--- src/rtl/sbrtg_pkg.sv ---
// shared types, constants and helper functions of the sbr time grid chooser
`timescale 1ns / 1ps
package sbrtg_pkg;

    localparam int GRID_SLOTS = 16;
    localparam int SLOT_W     = 6;
    localparam int RATIO_W    = 16;
    localparam int SPF_W      = 7;
    localparam int FIXN_W     = 3;
    localparam int BORD_W     = 5;
    localparam int CNT_W      = 3;
    localparam int MASK_W     = 5;
    localparam int NUM_BORD   = 6;
    localparam int DIV_W      = SLOT_W + $clog2(GRID_SLOTS);
    localparam int DIVCNT_W   = $clog2(DIV_W + 1);
    localparam int CFG_IDX_W  = 1;
    localparam int CFG_DATA_W = SPF_W;

    // q8.8 thresholds, r/256 > x  <=>  r > floor(256*x)
    localparam logic [RATIO_W-1:0] THR_LATE  = 16'd780;
    localparam logic [RATIO_W-1:0] THR_EARLY = 16'd947;
    localparam logic [RATIO_W-1:0] THR_MORE1 = 16'd1152;
    localparam logic [RATIO_W-1:0] THR_MORE2 = 16'd1920;
    localparam logic [RATIO_W-1:0] THR_FIVE  = 16'd3072;

    // largest scaled transient slot (even)
    localparam logic [BORD_W-1:0] SLOT_MAX = BORD_W'(GRID_SLOTS - 2);
    localparam logic [BORD_W-1:0] BORD_END = BORD_W'(GRID_SLOTS);
    localparam logic [BORD_W-1:0] BORD_TAIL = BORD_W'(GRID_SLOTS + 2);

    typedef logic [BORD_W-1:0] t_bord;

    typedef enum logic [1:0] {
        CLS_FIXFIX = 2'd0,
        CLS_FIXVAR = 2'd1,
        CLS_VARFIX = 2'd2,
        CLS_VARVAR = 2'd3
    } t_class;

    typedef enum logic [CFG_IDX_W-1:0] {
        CFG_FIXED_COUNT = 1'b0,
        CFG_SLOTS       = 1'b1
    } t_cfg_idx;

    typedef struct packed {
        t_class                       cls;
        logic [CNT_W-1:0]             count;
        logic [NUM_BORD-1:0][BORD_W-1:0] border;
        logic [MASK_W-1:0]            mask;
        logic [CNT_W-1:0]             ptr;
        t_bord                        last;
    } t_grid;

    // clamp to lo..hi, then clear bit 0
    function automatic t_bord even_clamp(input t_bord v, input t_bord lo, input t_bord hi);
        t_bord x;
        begin
            x = v;
            if (x < lo) x = lo;
            if (x > hi) x = hi;
            even_clamp = {x[BORD_W-1:1], 1'b0};
        end
    endfunction

    // evenly split fixfix borders, e*16/n
    function automatic t_bord fix_border(input logic [CNT_W-1:0] n, input logic [CNT_W-1:0] e);
        begin
            fix_border = '0;
            case (n)
                3'd1: fix_border = (e == 3'd1) ? BORD_END : '0;
                3'd2: fix_border = BORD_W'(e) << 3;
                3'd3: begin
                    case (e)
                        3'd1:    fix_border = 5'd5;
                        3'd2:    fix_border = 5'd10;
                        3'd3:    fix_border = BORD_END;
                        default: fix_border = '0;
                    endcase
                end
                default: fix_border = BORD_W'(e) << 2;
            endcase
        end
    endfunction

endpackage

--- src/rtl/sbr_time_grid_chooser.sv ---
// top level of the sbr frame class and time grid chooser
`timescale 1ns / 1ps
// an item passes through the 10 divider steps in S_DIV, S_DIV then sees the divider finish,
//   and S_LOAD registers the grid decision into the output register once that is free
// a new item is taken only in S_IDLE, after the previous one has left S_LOAD
// the input side is ready again while a finished result waits in the output register
// reset (synchronous, active low): fixed count 1, 16 slots per frame,
//   trailing border 0, no result pending
module sbr_time_grid_chooser
    import sbrtg_pkg::*;
(
    input  logic                  i_clk,
    input  logic                  i_rst_n,
    // configuration write port
    input  logic                  i_cfg_we,
    input  logic [CFG_IDX_W-1:0]  i_cfg_index,
    input  logic [CFG_DATA_W-1:0] i_cfg_data,
    // input items
    input  logic                  i_in_valid,
    output logic                  o_in_ready,
    input  logic [SLOT_W-1:0]     i_peak_slot,
    input  logic [RATIO_W-1:0]    i_peak_ratio,
    // result items
    output logic                  o_out_valid,
    input  logic                  i_out_ready,
    output logic [1:0]            o_frame_class,
    output logic [CNT_W-1:0]      o_envelope_count,
    output logic [BORD_W-1:0]     o_border_0,
    output logic [BORD_W-1:0]     o_border_1,
    output logic [BORD_W-1:0]     o_border_2,
    output logic [BORD_W-1:0]     o_border_3,
    output logic [BORD_W-1:0]     o_border_4,
    output logic [BORD_W-1:0]     o_border_5,
    output logic [MASK_W-1:0]     o_high_res_mask,
    output logic [CNT_W-1:0]      o_transient_pointer
);

    typedef enum logic [1:0] {
        S_IDLE,
        S_DIV,
        S_LOAD
    } t_state;

    t_state               r_state;
    logic [FIXN_W-1:0]    r_fixed_count;
    logic [SPF_W-1:0]     r_spf;
    t_bord                r_trail;
    logic [RATIO_W-1:0]   r_ratio;
    logic                 r_out_valid;
    t_grid                r_out;

    logic                 accept;
    logic                 div_done;
    t_bord                slot;
    t_grid                grid;
    logic                 out_free;

    // configuration registers; the user must write them only while idle, the block itself does not enforce it
    always_ff @(posedge i_clk) begin
        if (!i_rst_n) begin
            r_fixed_count <= FIXN_W'(1);
            r_spf         <= SPF_W'(GRID_SLOTS);
        end else if (i_cfg_we) begin
            unique case (t_cfg_idx'(i_cfg_index))
                CFG_FIXED_COUNT: r_fixed_count <= i_cfg_data[FIXN_W-1:0];
                CFG_SLOTS:       r_spf         <= i_cfg_data[SPF_W-1:0];
                default: ;
            endcase
        end
    end

    assign o_in_ready = (r_state == S_IDLE);
    assign accept     = i_in_valid && o_in_ready;
    assign out_free   = !r_out_valid || i_out_ready;

    // scaled slot = peak_slot * 16 / slots_per_frame, clamped and made even, one quotient bit a cycle
    sbrtg_div u_div (
        .i_clk      (i_clk),
        .i_rst_n    (i_rst_n),
        .i_start    (accept),
        .i_dividend ({i_peak_slot, {($clog2(GRID_SLOTS)){1'b0}}}),
        .i_divisor  (r_spf),
        .o_done     (div_done),
        .o_slot     (slot)
    );

    // grid decision from the held scaled slot, ratio and trailing border
    sbrtg_grid u_grid (
        .i_slot        (slot),
        .i_ratio       (r_ratio),
        .i_trail       (r_trail),
        .i_fixed_count (r_fixed_count),
        .o_grid        (grid)
    );

    // sequencer with output register
    always_ff @(posedge i_clk) begin
        if (!i_rst_n) begin
            r_state     <= S_IDLE;
            r_out_valid <= 1'b0;
            r_trail     <= '0;
        end else begin
            // a new result replaces the one taken in the same cycle
            if (r_state == S_LOAD && out_free) begin
                r_out_valid <= 1'b1;
            end else if (i_out_ready) begin
                r_out_valid <= 1'b0;
            end
            unique case (r_state)
                S_IDLE: begin
                    if (accept) r_state <= S_DIV;
                end
                S_DIV: begin
                    if (div_done) r_state <= S_LOAD;
                end
                S_LOAD: begin
                    // wait until the previous result has been taken
                    if (out_free) begin
                        r_trail     <= grid.last;
                        r_state     <= S_IDLE;
                    end
                end
                default: r_state <= S_IDLE;
            endcase
        end
        if (accept) r_ratio <= i_peak_ratio;
        if (r_state == S_LOAD && out_free) r_out <= grid;
    end

    assign o_out_valid         = r_out_valid;
    assign o_frame_class       = r_out.cls;
    assign o_envelope_count    = r_out.count;
    assign o_border_0          = r_out.border[0];
    assign o_border_1          = r_out.border[1];
    assign o_border_2          = r_out.border[2];
    assign o_border_3          = r_out.border[3];
    assign o_border_4          = r_out.border[4];
    assign o_border_5          = r_out.border[5];
    assign o_high_res_mask     = r_out.mask;
    assign o_transient_pointer = r_out.ptr;

endmodule

--- src/rtl/sbrtg_div.sv ---
// iterative restoring divider that scales the peak slot onto the grid
`timescale 1ns / 1ps
module sbrtg_div
    import sbrtg_pkg::*;
(
    input  logic              i_clk,
    input  logic              i_rst_n,
    input  logic              i_start,
    input  logic [DIV_W-1:0]  i_dividend,
    input  logic [SPF_W-1:0]  i_divisor,
    output logic              o_done,
    output t_bord             o_slot
);

    logic [DIVCNT_W-1:0] r_cnt, n_cnt;
    logic                r_done, n_done;
    logic [SPF_W:0]      r_rem, n_rem;
    logic [DIV_W-1:0]    r_num, n_num;
    logic [DIV_W-1:0]    r_quot, n_quot;
    logic [SPF_W-1:0]    r_div, n_div;
    logic [SPF_W:0]      trial;
    t_bord               clamped;

    assign trial = {r_rem[SPF_W-1:0], r_num[DIV_W-1]};

    always_comb begin
        n_cnt  = r_cnt;
        n_done = 1'b0;
        n_rem  = r_rem;
        n_num  = r_num;
        n_quot = r_quot;
        n_div  = r_div;
        if (i_start) begin
            n_cnt  = DIVCNT_W'(DIV_W);
            n_rem  = '0;
            n_num  = i_dividend;
            n_quot = '0;
            n_div  = i_divisor;
        end else if (r_cnt != '0) begin
            // one quotient bit per cycle
            n_num = {r_num[DIV_W-2:0], 1'b0};
            if (trial >= {1'b0, r_div}) begin
                n_rem  = trial - {1'b0, r_div};
                n_quot = {r_quot[DIV_W-2:0], 1'b1};
            end else begin
                n_rem  = trial;
                n_quot = {r_quot[DIV_W-2:0], 1'b0};
            end
            n_cnt = r_cnt - 1'b1;
            if (r_cnt == DIVCNT_W'(1)) n_done = 1'b1;
        end
    end

    always_ff @(posedge i_clk) begin
        if (!i_rst_n) begin
            r_cnt  <= '0;
            r_done <= 1'b0;
        end else begin
            r_cnt  <= n_cnt;
            r_done <= n_done;
        end
        r_rem  <= n_rem;
        r_num  <= n_num;
        r_quot <= n_quot;
        r_div  <= n_div;
    end

    // zero divisor saturates; otherwise clamp to the grid and make even
    always_comb begin
        if (r_div == '0 || r_quot > DIV_W'(SLOT_MAX)) clamped = SLOT_MAX;
        else clamped = {r_quot[BORD_W-1:1], 1'b0};
    end

    assign o_done = r_done;
    assign o_slot = clamped;

endmodule

--- src/rtl/sbrtg_grid.sv ---
// frame class, envelope borders, resolution mask and transient pointer
`timescale 1ns / 1ps
module sbrtg_grid
    import sbrtg_pkg::*;
(
    input  t_bord              i_slot,
    input  logic [RATIO_W-1:0] i_ratio,
    input  t_bord              i_trail,
    input  logic [FIXN_W-1:0]  i_fixed_count,
    output t_grid              o_grid
);

    t_bord            carry;
    t_bord            start;
    logic             tail0, trans, tail;
    logic [CNT_W-1:0] more, n, fixn, ptr;
    t_class           cls;
    t_bord            b [NUM_BORD];
    logic [MASK_W-1:0] mask;
    logic             go;

    always_comb begin
        carry = (i_trail > BORD_END) ? i_trail - BORD_END : '0;
        start = (carry != '0) ? 5'd2 : 5'd0;
        tail0 = i_slot >= 5'd4;
        trans = tail0 ? (i_ratio > THR_LATE) : (i_ratio > THR_EARLY);
        tail  = tail0 && trans;
        more  = 3'd2 + CNT_W'(i_ratio > THR_MORE1) + CNT_W'(i_ratio > THR_MORE2);
        fixn  = (i_fixed_count == '0) ? 3'd1 :
                (i_fixed_count > 3'd4) ? 3'd4 : i_fixed_count;
        for (int e = 0; e < NUM_BORD; e++) b[e] = '0;

        if (!trans) begin
            if (carry != '0) begin
                cls  = CLS_VARFIX;
                n    = 3'd2;
                b[0] = carry;
                b[1] = 5'd8;
                b[2] = BORD_END;
            end else begin
                cls = CLS_FIXFIX;
                n   = fixn;
                for (int e = 0; e < NUM_BORD; e++) begin
                    if (CNT_W'(e) <= n) b[e] = fix_border(n, CNT_W'(e));
                end
            end
        end else if (tail && carry != '0) begin
            cls  = CLS_VARVAR;
            n    = more + CNT_W'(i_ratio > THR_FIVE);
            b[0] = 5'd2;
            case (n)
                3'd2: b[1] = 5'd10;
                3'd3: begin
                    b[1] = 5'd8;
                    b[2] = 5'd14;
                end
                3'd4: begin
                    b[1] = 5'd6;
                    b[2] = 5'd10;
                    b[3] = 5'd14;
                end
                default: begin
                    b[1] = 5'd4;
                    b[2] = 5'd8;
                    b[3] = 5'd12;
                    b[4] = BORD_END;
                end
            endcase
            b[n] = BORD_TAIL;
        end else if (tail) begin
            cls = CLS_FIXVAR;
            n   = more;
            case (n)
                3'd2: b[1] = even_clamp(i_slot, 5'd10, BORD_END);
                3'd3: begin
                    b[1] = 5'd8;
                    b[2] = even_clamp(i_slot, 5'd10, BORD_END);
                end
                default: begin
                    b[1] = 5'd4;
                    b[2] = 5'd8;
                    b[3] = even_clamp(i_slot, 5'd10, BORD_END);
                end
            endcase
            b[n] = BORD_TAIL;
        end else begin
            cls  = CLS_VARFIX;
            n    = more;
            b[0] = start;
            case (n)
                3'd2: b[1] = even_clamp(i_slot, start + 5'd2, 5'd8);
                3'd3: begin
                    b[1] = even_clamp(i_slot, start + 5'd2, 5'd6);
                    b[2] = b[1] + 5'd4;
                end
                default: begin
                    b[1] = even_clamp(i_slot, start + 5'd2, 5'd6);
                    b[2] = b[1] + 5'd2;
                    b[3] = b[1] + 5'd6;
                end
            endcase
            b[n] = BORD_END;
        end

        // envelopes longer than four slots get high resolution, as does the first fixfix envelope
        mask = '0;
        for (int e = 0; e < MASK_W; e++) begin
            if (CNT_W'(e) < n && {1'b0, b[e+1]} > ({1'b0, b[e]} + 6'd4)) mask[e] = 1'b1;
        end
        if (cls == CLS_FIXFIX) mask[0] = 1'b1;

        // last envelope starting at or before the transient slot
        ptr = '0;
        go  = 1'b1;
        for (int e = 1; e < MASK_W; e++) begin
            if (go && CNT_W'(e) < n && i_slot >= b[e]) ptr = CNT_W'(e);
            else go = 1'b0;
        end

        o_grid.cls   = cls;
        o_grid.count = n;
        for (int e = 0; e < NUM_BORD; e++) o_grid.border[e] = b[e];
        o_grid.mask  = mask;
        o_grid.ptr   = ptr;
        o_grid.last  = b[n];
    end

endmodule
--- config.mk ---
export PLATFORM = sky130hd
export DESIGN_NAME = sbr_time_grid_chooser
export DESIGN_NICKNAME = d
export VERILOG_FILES = /design/src/rtl/sbrtg_pkg.sv /design/src/rtl/sbr_time_grid_chooser.sv /design/src/rtl/sbrtg_div.sv /design/src/rtl/sbrtg_grid.sv
export SDC_FILE = /design/constraint.sdc
export NUM_CORES = 1
export LEC_CHECK = 0
export BUFFER_PORTS_ARGS = -buffer_cell sky130_fd_sc_hd__buf_4
export CAP_MARGIN = 20
export CORE_MARGIN = 4
export CORE_UTILIZATION = 58
export DETAILED_ROUTE_END_ITERATION = 10
export PLACE_DENSITY = 0.86
export SETUP_SLACK_MARGIN = 0.3
export SLEW_MARGIN = 20
export SYNTH_ARGS = -nofsm -noshare
export SYNTH_HDL_FRONTEND = slang
export SYNTH_SLANG_ARGS = --single-unit
--- constraint.sdc ---
create_clock -name i_clk -period 6.1 [get_ports i_clk]
set_input_delay 0.305 -clock i_clk [delete_from_list [all_inputs] [get_ports i_clk]]
set_output_delay 0.305 -clock i_clk [all_outputs]
set_load 0.005 [all_outputs]
; ---- After elaboration in Yosys (flattened, before gate mapping)
; Cells that the tools add are included.
[totals]
ff_bits = 112
in_bits = 35
out_inout_bits = 45
elab_cells = 285
[classes]
addsub = 15
order_cmp = 42
eq_ne = 14
mux = 135
n_bitwise = 15
n_reduce_logical = 40
[ops]
columns = op, count
row1 = 5-bit two-way mux, 81
row2 = 30-bit two-way mux, 3
row3 = 5-bit case mux with 2 select lines, 5
row4 = 5-bit case mux with 3 select lines, 3
row5 = 15-bit by 18-bit bitwise AND with 18-bit output, 2
row6 = 18-bit inverter, 2
row7 = 16-bit by 10-bit > comparator with 1-bit output (second input constant), 2
row8 = 16-bit by 11-bit > comparator with 1-bit output (second input constant), 2
row9 = 5-bit by 3-bit adder with 6-bit output (second input constant), 5
row10 = 5-bit demux with 3-bit select, 2
row11 = 5-bit by 6-bit > comparator with 1-bit output, 5
row12 = 15-bit two-way mux, 2
row13 = 24-bit bitwise AND, 1
row14 = 24-bit inverter, 1
row15 = 4-bit case mux with 3 select lines, 2
row16 = 5-bit >= comparator, 4
row17 = 5-bit > comparator (second input constant), 4
row18 = 10-bit two-way mux, 2
row19 = 2-bit two-way mux, 10
row20 = 3-bit by 2-bit == test with 1-bit output (second input constant), 6
row21 = 1-bit logical AND, 18
row22 = 16-bit by 12-bit > comparator with 1-bit output (second input constant), 1
row23 = 5-bit binary-select mux with 3-bit select, 1
row24 = 3-bit two-way mux, 5
row25 = 52 further kinds, 92

; ---- Longest topological paths before layout
; Gate-level depths: netlist of the first run.
[depth]
depth_word = 37
depth_mapped = 23
depth_no_buf = 23

; ---- By module
; From an unflattened synthesis of the first run, not the netlist that was laid out.
[hier_totals]
cells_unflattened = 647
area_unflattened_um2 = 6615.1
[by_module_without_submodules]
columns = module, instances, cells_per_inst, area_per_inst_um2, seq_area_each_um2
row1 = sbr_time_grid_chooser, 1, 139, 2524.9, 2132.0
row2 = sbrtg_grid, 1, 317, 2153.3, 0.0
row3 = sbrtg_div, 1, 191, 1936.9, 950.9

; ---- Worst setup path before layout of the first run
; No wires, ideal clock.
[synth_path]
path_type = reg-to-reg
from = register u_div.r_div[2]
to = register r_out (netlist bit o_high_res_mask[2]), data pin
setup_ns = 0.261
arrival_time_ns = 4.400
t_required_ns = 5.839
setup_slack_ns = 1.440
stages_incl_launch_ff = 22
n_path_buf = 0
period_less_slack_ns = 4.660
path_cell_list = edfxtp_1 -> or4_4 -> o211ai_2 -> or2_2 -> ha_1 -> a21oi_1 -> o2bb2ai_1 -> nor3b_1 -> inv_1 -> ha_1 -> a221oi_1 -> nor3_1 -> o21ai_1 -> inv_1 -> ha_1 -> inv_1 -> ha_1 -> o21ai_0 -> nand2b_1 -> a21oi_1 -> nor3_1 -> o311a_1
[synth_lines]
columns = item, line
row1 = from (decl), sbrtg_div.sv:20  ; logic [SPF_W-1:0] r_div, n_div;
row2 = from (signal assigned), sbrtg_div.sv:65  ; r_div <= n_div;
row3 = to (signal assigned), sbr_time_grid_chooser.sv:127  ; if (r_state == S_LOAD && out_free) r_out <= grid;
row4 = to (decl), sbr_time_grid_chooser.sv:50  ; t_grid r_out;

==> results of run 1 <==
[sequential cells by signal, summed over array words and instances (netlist names), 4 cells and up]
register / cells
r_ratio: 16
u_div.r_rem: 7
r_spf: 7
o_high_res_mask: 5
u_div.r_cnt: 4
u_div.r_quot: 10
r_trail: 5
o_border_5: 4
u_div.r_num: 6
u_div.r_div: 7
o_border_0: 5
o_border_1: 5
o_border_3: 4
o_border_2: 4
[kinds of logic (layout without fill, tap and decap cells)]
group,Yosys count,after routing,synth area share (%)
mux,6,6,1.09
buf+inv,68,137,5.06
xor+xnor,4,4,0.576
flops,106,106,45.8
simple gates,216,216,18.0
other cells,1,15,0.0617
compound gates,149,149,18.4
fa+ha+maj,53,53,11.1
[layout make-up]
type	instances	area [um^2]
clock buffers	10	149
fillers	764	3290
clock inverters	6	68.8
repair buffers	78	598
well taps	136	170
flip-flops and latches	106	2780
inverters	43	164
multi-input cells	443	3050
[worst min-delay path by stage]
| stage | depth (start not counted) | to | startpoint |
|---|---|---|---|
| 6_report | 1 | r_ratio[14] | i_peak_ratio[14] |
| 5_1_grt | 1 | r_ratio[11] | i_peak_ratio[11] |
| 3_5_place_dp | 0 | u_div.r_div[6] | r_spf[6] |
| 4_1_cts | 1 | r_ratio[13] | i_peak_ratio[13] |
| 2_1_floorplan | 0 | r_ratio[0] | i_peak_ratio[0] |
| 3_3_place_gp | 0 | u_div.r_div[6] | r_spf[6] |
[power by group]
part / internal, W / total [W] / switching (W)
logic: 0.000549 / 0.00127 / 0.000716
clock network: 0.000218 / 0.000458 / 0.000241
registers: 0.000861 / 0.000907 / 0.0000460
total: 0.00163 / 0.00263 / 0.00100
[synth_stat cells (all sizes together), types with 12 or more instances]
library cell	n
inv	42
o21ai	29
nor3	12
dfxtp	40
clkbuf	15
a21oi	31
nand2	79
a21boi	13
edfxtp	66
nand3	24
ha	50
nor2	36
[per-stage QoR]
stage	worst slack, ps	cell area [um^2]	total power (W)	hold slack, ps	util, %
finish	805	6980	0.00263	92.4	68.0
global route	481	6980	0.00283	76.5	68.0
CTS	846	6960	0.00262	85.9	67.8
detailed placement	886	6750	0.00214	416	65.6
global placement	1100	6750	0.00207	416	65.6
floorplan	1440	6130	0.00185	404	-
[metal layers]
metal / global-route usage (%) / share of wire [%]
met1: 31.0 / 44
met2: 35.2 / 47
met3: 5.04 / 7.2
met4: 7.64 / 2.0
met5: 0 / 0
==> reports/qor.csv, run 1 <==
metric,value,unit
start_util,59.2,%
drt_iter0_drc,357,
cts_setup_buffers,0,
rows,37,
wirelength,13800,um
final.period_utilization,86.8,%
cts_buffers,9,
cp.arrival,5550,ps
cts_max_level,3,
hold_path.class,input pin to flop,
tns,0,ps
start_kind,flop,
die_area,12200,um^2
grt_max_degree,40,
synth_cell_types,89,
regToRegStartpoint,u_div.r_div[1],
slowest_stage,or3_2,
cp_data_required_time,6350,ps
place_congestion,0.900,
final_cell_mix,"nand2_1 (79), buf_4 (77), edfxtp_1 (66)",
via_per_inst,5.90,
worstSkewPairLatency,380,ps
vias,4849,
clock-sinks,106,
grt_pass1_vias,4701,
grt_pass1_wl,22600,um
die_h,110,um
drc,0,
fin_skew,12.9,ps
rsz0062_at_grt,false,
final_cells,822,
cts.repair.resized,0,
wire_per_inst,16.8,um
crit_cells,19,
cp_common_cell,ha_1,
cts_root_buffer,clkbuf_8,
crit_end,o_high_res_mask[2],
cp_max_fo,10,
ctsHoldBuffers,0,
synthDominantCellAreaShare,32.6,%
period_minus_slack,5300,ps
synth_seq_cells,106,
grt_usage,22.5,%
syn_area,6080,um^2
ff2ff_path_depth,19,
cpPeakStageDelay,560,ps
post-place-cells,805,
clock.fmax,0.189,GHz
synthToLayoutAreaGrowth,14.8,%
fin_nets,768,
path_cells,"or3_2, o211ai_2, or2_2, ha_1, a21oi_1, o2bb2ai_1, nor3b_1, inv_1, ha_1, a221oi_1, nor3_1, o21ai_1, inv_1, ha_1, xnor2_1, ha_1, and4_2, nor3_1, o311a_1",
setup_violations,0,
end_kind,flop,
slew_headroom,42.7,%
synth-warning-count,0,
crit_type,flop to flop,
portBuffers,73,
crit_buf_inv,2,
first_pass_iters,5,
layout_commonest_cell,nand2_1,
maxSlewViolCount,0,
r2r_slack,800,ps
synth_top_area_cell,edfxtp_1,
die_w,110,um
cts_tree,built,
async_flop_share,0,%
p_leak,2.99,nW
antenna_found_initial,0,
clk_pin_slew,100,ps
outcome,finished clean,
seq_area_frac_synth,45.8,%
synth_edf_count,66,
core,10300,um^2
pin_count,80,
grt.overflow.total,0,
num_antenna_cells,0,
postRouteAntennaNets,0,
critical_path.top_delay_family,simple AND/OR/NAND/NOR gates,
p_per_area,377,nW/um^2
worst_slew_pin_slew,846,ps
reg2reg_to,o_high_res_mask[2],
hpwl,10400,um
drv_cap,0,
syn-mean-instance-area,10.1,um^2
crit_path_start,u_div.r_div[1],
final-hold-violation-count,0,
worst_ir_drop_vdd,0.221,mV
clk_path_buf_depth,2,
synth_area_leaders,"edfxtp_1 (33%), dfxtp_1 (13%), ha_1 (10%)",
ys.flop_type,edfxtp_1,
syn_inst,603,
drive_gt1_share,19.4,%
Note: power is estimated with default switching activity, not from simulation.
==> inputs of run 2 (changes only) <==
Settings changed: ABC_AREA from default to 1.
==> run 2 against run 1 <==
Effect of this change: via count up 2.3%; maximum frequency up 20%; register-to-register slack better by 870 ps; global-route usage up 0.24 points; total power down 26%; combinational power down 49%; critical endpoint unchanged; largest power group is now sequential cells.
==> reports/qor.csv, run 2 <==
metric,value,unit
outcome,finished clean,
p_leak,3.15,nW
worst_slew_pin_slew,741,ps
hp-start,i_peak_ratio[5],
hpwl,10100,um
ys.flop_type,edfxtp_1,
layout_commonest_cell,nand2_1,
rsz0062_at_grt,false,
wirelength,13000,um
synth_edf_count,66,
end_kind,flop,
final.period_utilization,72.5,%
place_congestion,0.917,
reg2reg_to,o_high_res_mask[2],
final_cell_mix,"nand2_1 (134), nor2_1 (87), inv_1 (81)",
die_h,110,um
grt.overflow.total,0,
largest_reg_flops,16,
drive_gt1_share,16.6,%
postRouteAntennaNets,0,
grt_max_degree,35,
cts.repair.resized,0,
drc,0,
synth_top_area_cell,edfxtp_1,
cts_setup_buffers,0,
pin_count,80,
syn_area,6030,um^2
synth-warning-count,0,
final-hold-violation-count,0,
cts_buffers,9,
hold_path_end,r_ratio[5],
regToRegStartpoint,u_div.r_quot[6],
p_per_area,283,nW/um^2
fin_nets,858,
via_per_inst,5.46,
rows,36,
ys_top_cells_by_count,"nand2_1 (134), nor2_1 (87), inv_1 (82)",
synth_seq_cells,106,
synth_area_leaders,"edfxtp_1 (33%), dfxtp_1 (13%), ha_1 (10%)",
start_kind,flop,
ctsHoldBuffers,0,
wire_per_inst,14.3,um
syn-mean-instance-area,8.78,um^2
clk_pin_slew,110,ps
cp_max_fo,6,
fin_skew,11.4,ps
clock.fmax,0.226,GHz
power.total,0.00195,W
die_area,12100,um^2
async_flop_share,0,%
synth_cell_types,55,
worstSkewPairLatency,380,ps
tns,0,ps
drt_iter0_drc,415,
first_pass_iters,5,
drv_cap,0,
portBuffers,73,
clk_path_buf_depth,2,
setup_violations,0,
core,9950,um^2
ff2ff_path_depth,24,
seq_area_frac_synth,46.1,%
crit_type,flop to flop,
cp.arrival,4540,ps
slew_headroom,50.0,%
hold_path.class,input pin to flop,
whs_path_depth,1,
synthDominantCellAreaShare,32.8,%
num_antenna_cells,0,
cp_data_required_time,6220,ps
vias,4961,
antenna_found_initial,0,
clock-sinks,106,
die_w,110,um
maxSlewViolCount,0,
largest-register,r_ratio,
grt_pass1_vias,4798,
start_util,60.6,%
synthMostInstantiatedCell,nand2_1,
syn_inst,687,
grt_pass1_wl,21700,um
r2r_slack,1680,ps
period_minus_slack,4420,ps
synthToLayoutAreaGrowth,14.4,%
cts_max_level,3,
grt_usage,22.8,%
top_regs,"r_ratio (16), u_div.r_quot (10)",
cts_tree,built,
worst_ir_drop_vdd,0.192,mV
cts_root_buffer,clkbuf_8,
run 2: cells by family (layout without fill, tap and decap cells):
| group | count (synthesis) | count (layout) | synth area share [%] |
|---|---|---|---|
| and+or+nand+nor | 294 | 294 | 22.6 |
| AOI/OAI and AO/OA | 117 | 117 | 11.5 |
| buffers and inverters | 109 | 184 | 7.49 |
| DFF | 106 | 106 | 46.1 |
| adders and majority gates | 52 | 52 | 11.0 |
| xor gates and xnor gates | 8 | 8 | 1.16 |
| other | 1 | 15 | 0.0622 |
run 2: routing by layer:
layer / global-route usage (%) / vias to the layer above / part of all wire [%]
met5: 0 / - / 0
met3: 3.84 / 37 / 6.5
li1: - / 2457 / -
met2: 40.7 / 182 / 50
met1: 27.0 / 2285 / 41
met4: 9.53 / 0 / 3.2
run 2: final cells by class:
type,instances,area (um^2)
Clock buffer,10,128
Timing Repair Buffer,74,556
Inverter,94,363
Fill cell,747,3050
Multi-Input combinational cell,486,2850
Tap cell,133,166
Sequential cell,106,2780
Clock inverter,6,57.6
run 2: stage by stage:
step	utilization, %	instances	instance area, um^2	hold WS, ps	setup WS (ps)
finish	69.4	909	6900	106	1680
global route	69.4	909	6900	78.3	1330
CTS	69.4	909	6900	98.7	1710
detailed placement	67.5	893	6720	420	1750
floorplan	-	701	6090	404	2300
global placement	67.5	893	6720	414	1950
run 2: how the worst max path moves through the flow:
stage	cells past startpoint	start	slack, ps	to
after global placement	25	u_div.r_div[1]	1950	o_high_res_mask[2]
after detailed placement	25	u_div.r_div[1]	1750	o_high_res_mask[2]
after CTS	24	u_div.r_quot[6]	1710	o_high_res_mask[2]
after global routing	25	u_div.r_div[1]	1330	o_high_res_mask[2]
after floorplan	25	u_div.r_div[1]	2300	o_high_res_mask[2]
final	24	u_div.r_quot[6]	1680	o_high_res_mask[2]
run 2: report_power, final:
group	leakage (nW)	total [W]	internal, W	switching, W
clock network	0.0945	0.000411	0.000157	0.000254
logic	2.11	0.000646	0.000248	0.000398
registers	0.947	0.000897	0.000847	0.0000499
run 2: worst max-delay path, stage by stage (launching register included):
cell and delay (ps):
dfxtp_1 340, nor2_1 110, nand3_1 110, nor2_2 160, nand2_1 130, nor2_4 180
inv_1 170, ha_1 310, nand2_1 80, nand3_1 120, nand2_1 120, nand2_1 120
ha_1 300, a22o_1 200, nor2_1 90, o21ai_0 100, a21oi_1 270, inv_1 150
ha_1 300, inv_1 40, ha_1 300, a21oi_1 140, o21ai_0 90, a21oi_1 180
nor3_2 70
==> inputs of run 3 (changes only) <==
Clock period 6.1 ns to 4.4 ns, I/O delays scaled along.
==> run 3 against run 2 <==
Effect of this change: utilization is 2.9 points higher; die area stayed put; clock power is 39% higher; via count is 3.3% higher; cell count is 2.1% higher; worst setup slack worse by 1200 ps; critical path type unchanged; combinational power is 51% higher; critical path depth stayed put; flip-flop and latch count stayed put; register-to-register slack worse by 1200 ps; clock-buffer cell count stayed put.
==> reports/qor.csv, run 3 (synthesis results as in run 2) <==
metric,value,unit
outcome,finished clean,
grt.overflow.total,0,
end_kind,flop,
pin_count,80,
maxSlewViolCount,0,
hpwl,10100,um
vias,5124,
final-hold-violation-count,0,
tns,0,ps
setup_violations,0,
met3_usage,4.08,%
postRouteAntennaNets,0,
final.period_utilization,88.2,%
place_congestion,0.917,
final_cell_mix,"nand2_1 (129), buf_4 (84), nor2_1 (82)",
clock.fmax,0.258,GHz
rows,36,
period_minus_slack,3880,ps
worst_ir_drop_vdd,0.281,mV
p_per_area,388,nW/um^2
hold_path.class,input pin to flop,
wire_per_inst,14.7,um
final_cells,928,
grt_max_degree,34,
rsz0062_at_grt,false,
clk_pin_slew,110,ps
post-place-cells,895,
holdWs,11.5,ps
worstSkewPairLatency,380,ps
layout_commonest_cell,nand2_1,
core,9950,um^2
wirelength,13600,um
drive_gt1_share,20.9,%
cp_data_required_time,4540,ps
num_antenna_cells,0,
drt_iter0_drc,345,
cts_tree,built,
seqPwrFrac,44.6,%
clk_path_buf_depth,2,
largest_reg_flops,16,
portBuffers,73,
first_pass_iters,8,
p_sw_share,36.5,%
r2r_slack,520,ps
start_util,60.6,%
cts_buffers,9,
synthToLayoutAreaGrowth,19.2,%
die_w,110,um
busiest_layer,met2,
worst_slew_pin_slew,765,ps
fin_skew,14.7,ps
grt_util_met2,40.9,%
antenna_found_initial,0,
largest-register,r_ratio,
ff_latch_area,2780,um^2
start_kind,flop,
slew_headroom,48.4,%
multi_input_area,2970,um^2
clock-sinks,106,
dpl-instance-area,6730,um^2
cp_max_fo,6,
grt_pass1_vias,4894,
p_clk_share,20.5,%
cts_root_buffer,clkbuf_8,
cts_max_level,3,
cp.arrival,4020,ps
crit_type,flop to flop,
drv_cap,0,
internal_power,0.00177,W
final_area,7190,um^2
pwr-share-comb,34.9,%
die_h,110,um
top_regs,"r_ratio (16), u_div.r_quot (10)",
n_fill_cell,733,
via_per_inst,5.52,
drc,0,
grt_usage,22.8,%
grt_use_met1,26.8,%
p_leak,3.25,nW
grt_pass1_wl,21800,um
p_switching,0.00102,W
fin_nets,877,
die_area,12100,um^2
[run 3: changes by cell type in the layout (fill, tap and decap cells not counted), moves of 4 or more]
cell,before,now
a21oi_1,37,33
a21oi_2,1,5
buf_4,74,84
dlygate4sd3_1,0,9
inv_1,81,77
nand2_1,134,129
nand2_2,2,6
nor2_1,87,82
nor2_2,3,8
[run 3: repair_timing]
action                                 4_1_cts  5_1_grt
gates resized for setup                      5       27
setup buffers                                4        4
endpoints found under the hold margin        0        9
setup endpoints to repair                    2        7
pin swaps                                    4        6
hold buffers                                 0        9
[run 3: metal layers]
| metal | vias up | routed length (um) |
|---|---|---|
| met2 | 206 | 6950 |
| met5 | - | 0 |
| met1 | 2390 | 5460 |
| met4 | 0 | 320 |
| li1 | 2496 | - |
| met3 | 32 | 907 |
[run 3: final timing paths]
| path | start | end | cells after the start |
|---|---|---|---|
| hold / removal | i_peak_ratio[13] | r_ratio[13] | 1 |
| setup / recovery | u_div.r_quot[6] | o_high_res_mask[2] | 24 |
| setup reg to reg | u_div.r_quot[6] | o_high_res_mask[2] | 24 |
| hold reg to reg | r_spf[5] | u_div.r_div[5] | 0 |
[run 3: through the flow]
step	setup slack [ps]	total power (W)	util, %
floorplan	604	0.00193	-
global placement	283	0.00208	67.6
detailed placement	63.1	0.00214	67.6
CTS	314	0.00272	69.9
global route	246	0.00298	72.3
finish	518	0.00279	72.3
[run 3: critical path: stages (launching register included)]
cell and delay, ps:
dfxtp_1 350, nor2_1 110, nand3_1 100, nor2_2 150
nand2_2 90, nor2_4 120, inv_4 60, ha_1 270
nand2_1 110, nand3_2 130, nand2_2 120, nand2_4 70
ha_1 270, a22o_1 200, nor2_1 100, o21ai_1 100
a21oi_2 200, inv_2 90, ha_1 280, inv_1 90
ha_4 210, a21oi_2 140, o21ai_2 70, a21oi_2 140
nor3_2 60
[run 3: power by group through the flow]
stage               combinational [W]  clock [W]  sequential (W)
detailed placement           0.000879          0         0.00126
global route                  0.00109   0.000631         0.00126
global placement             0.000825          0         0.00126
finish                       0.000975   0.000573         0.00125
CTS                          0.000904   0.000578         0.00124
floorplan                    0.000681          0         0.00124
[run 3: cell type report]
cell class,count,area share (%)
clock buffer,10,1.77
clock inverter,6,0.817
inverter,94,5.13
multi-input combinational,486,41.3
sequential,106,38.7
tap,133,2.31
timing repair buffer,93,10.0
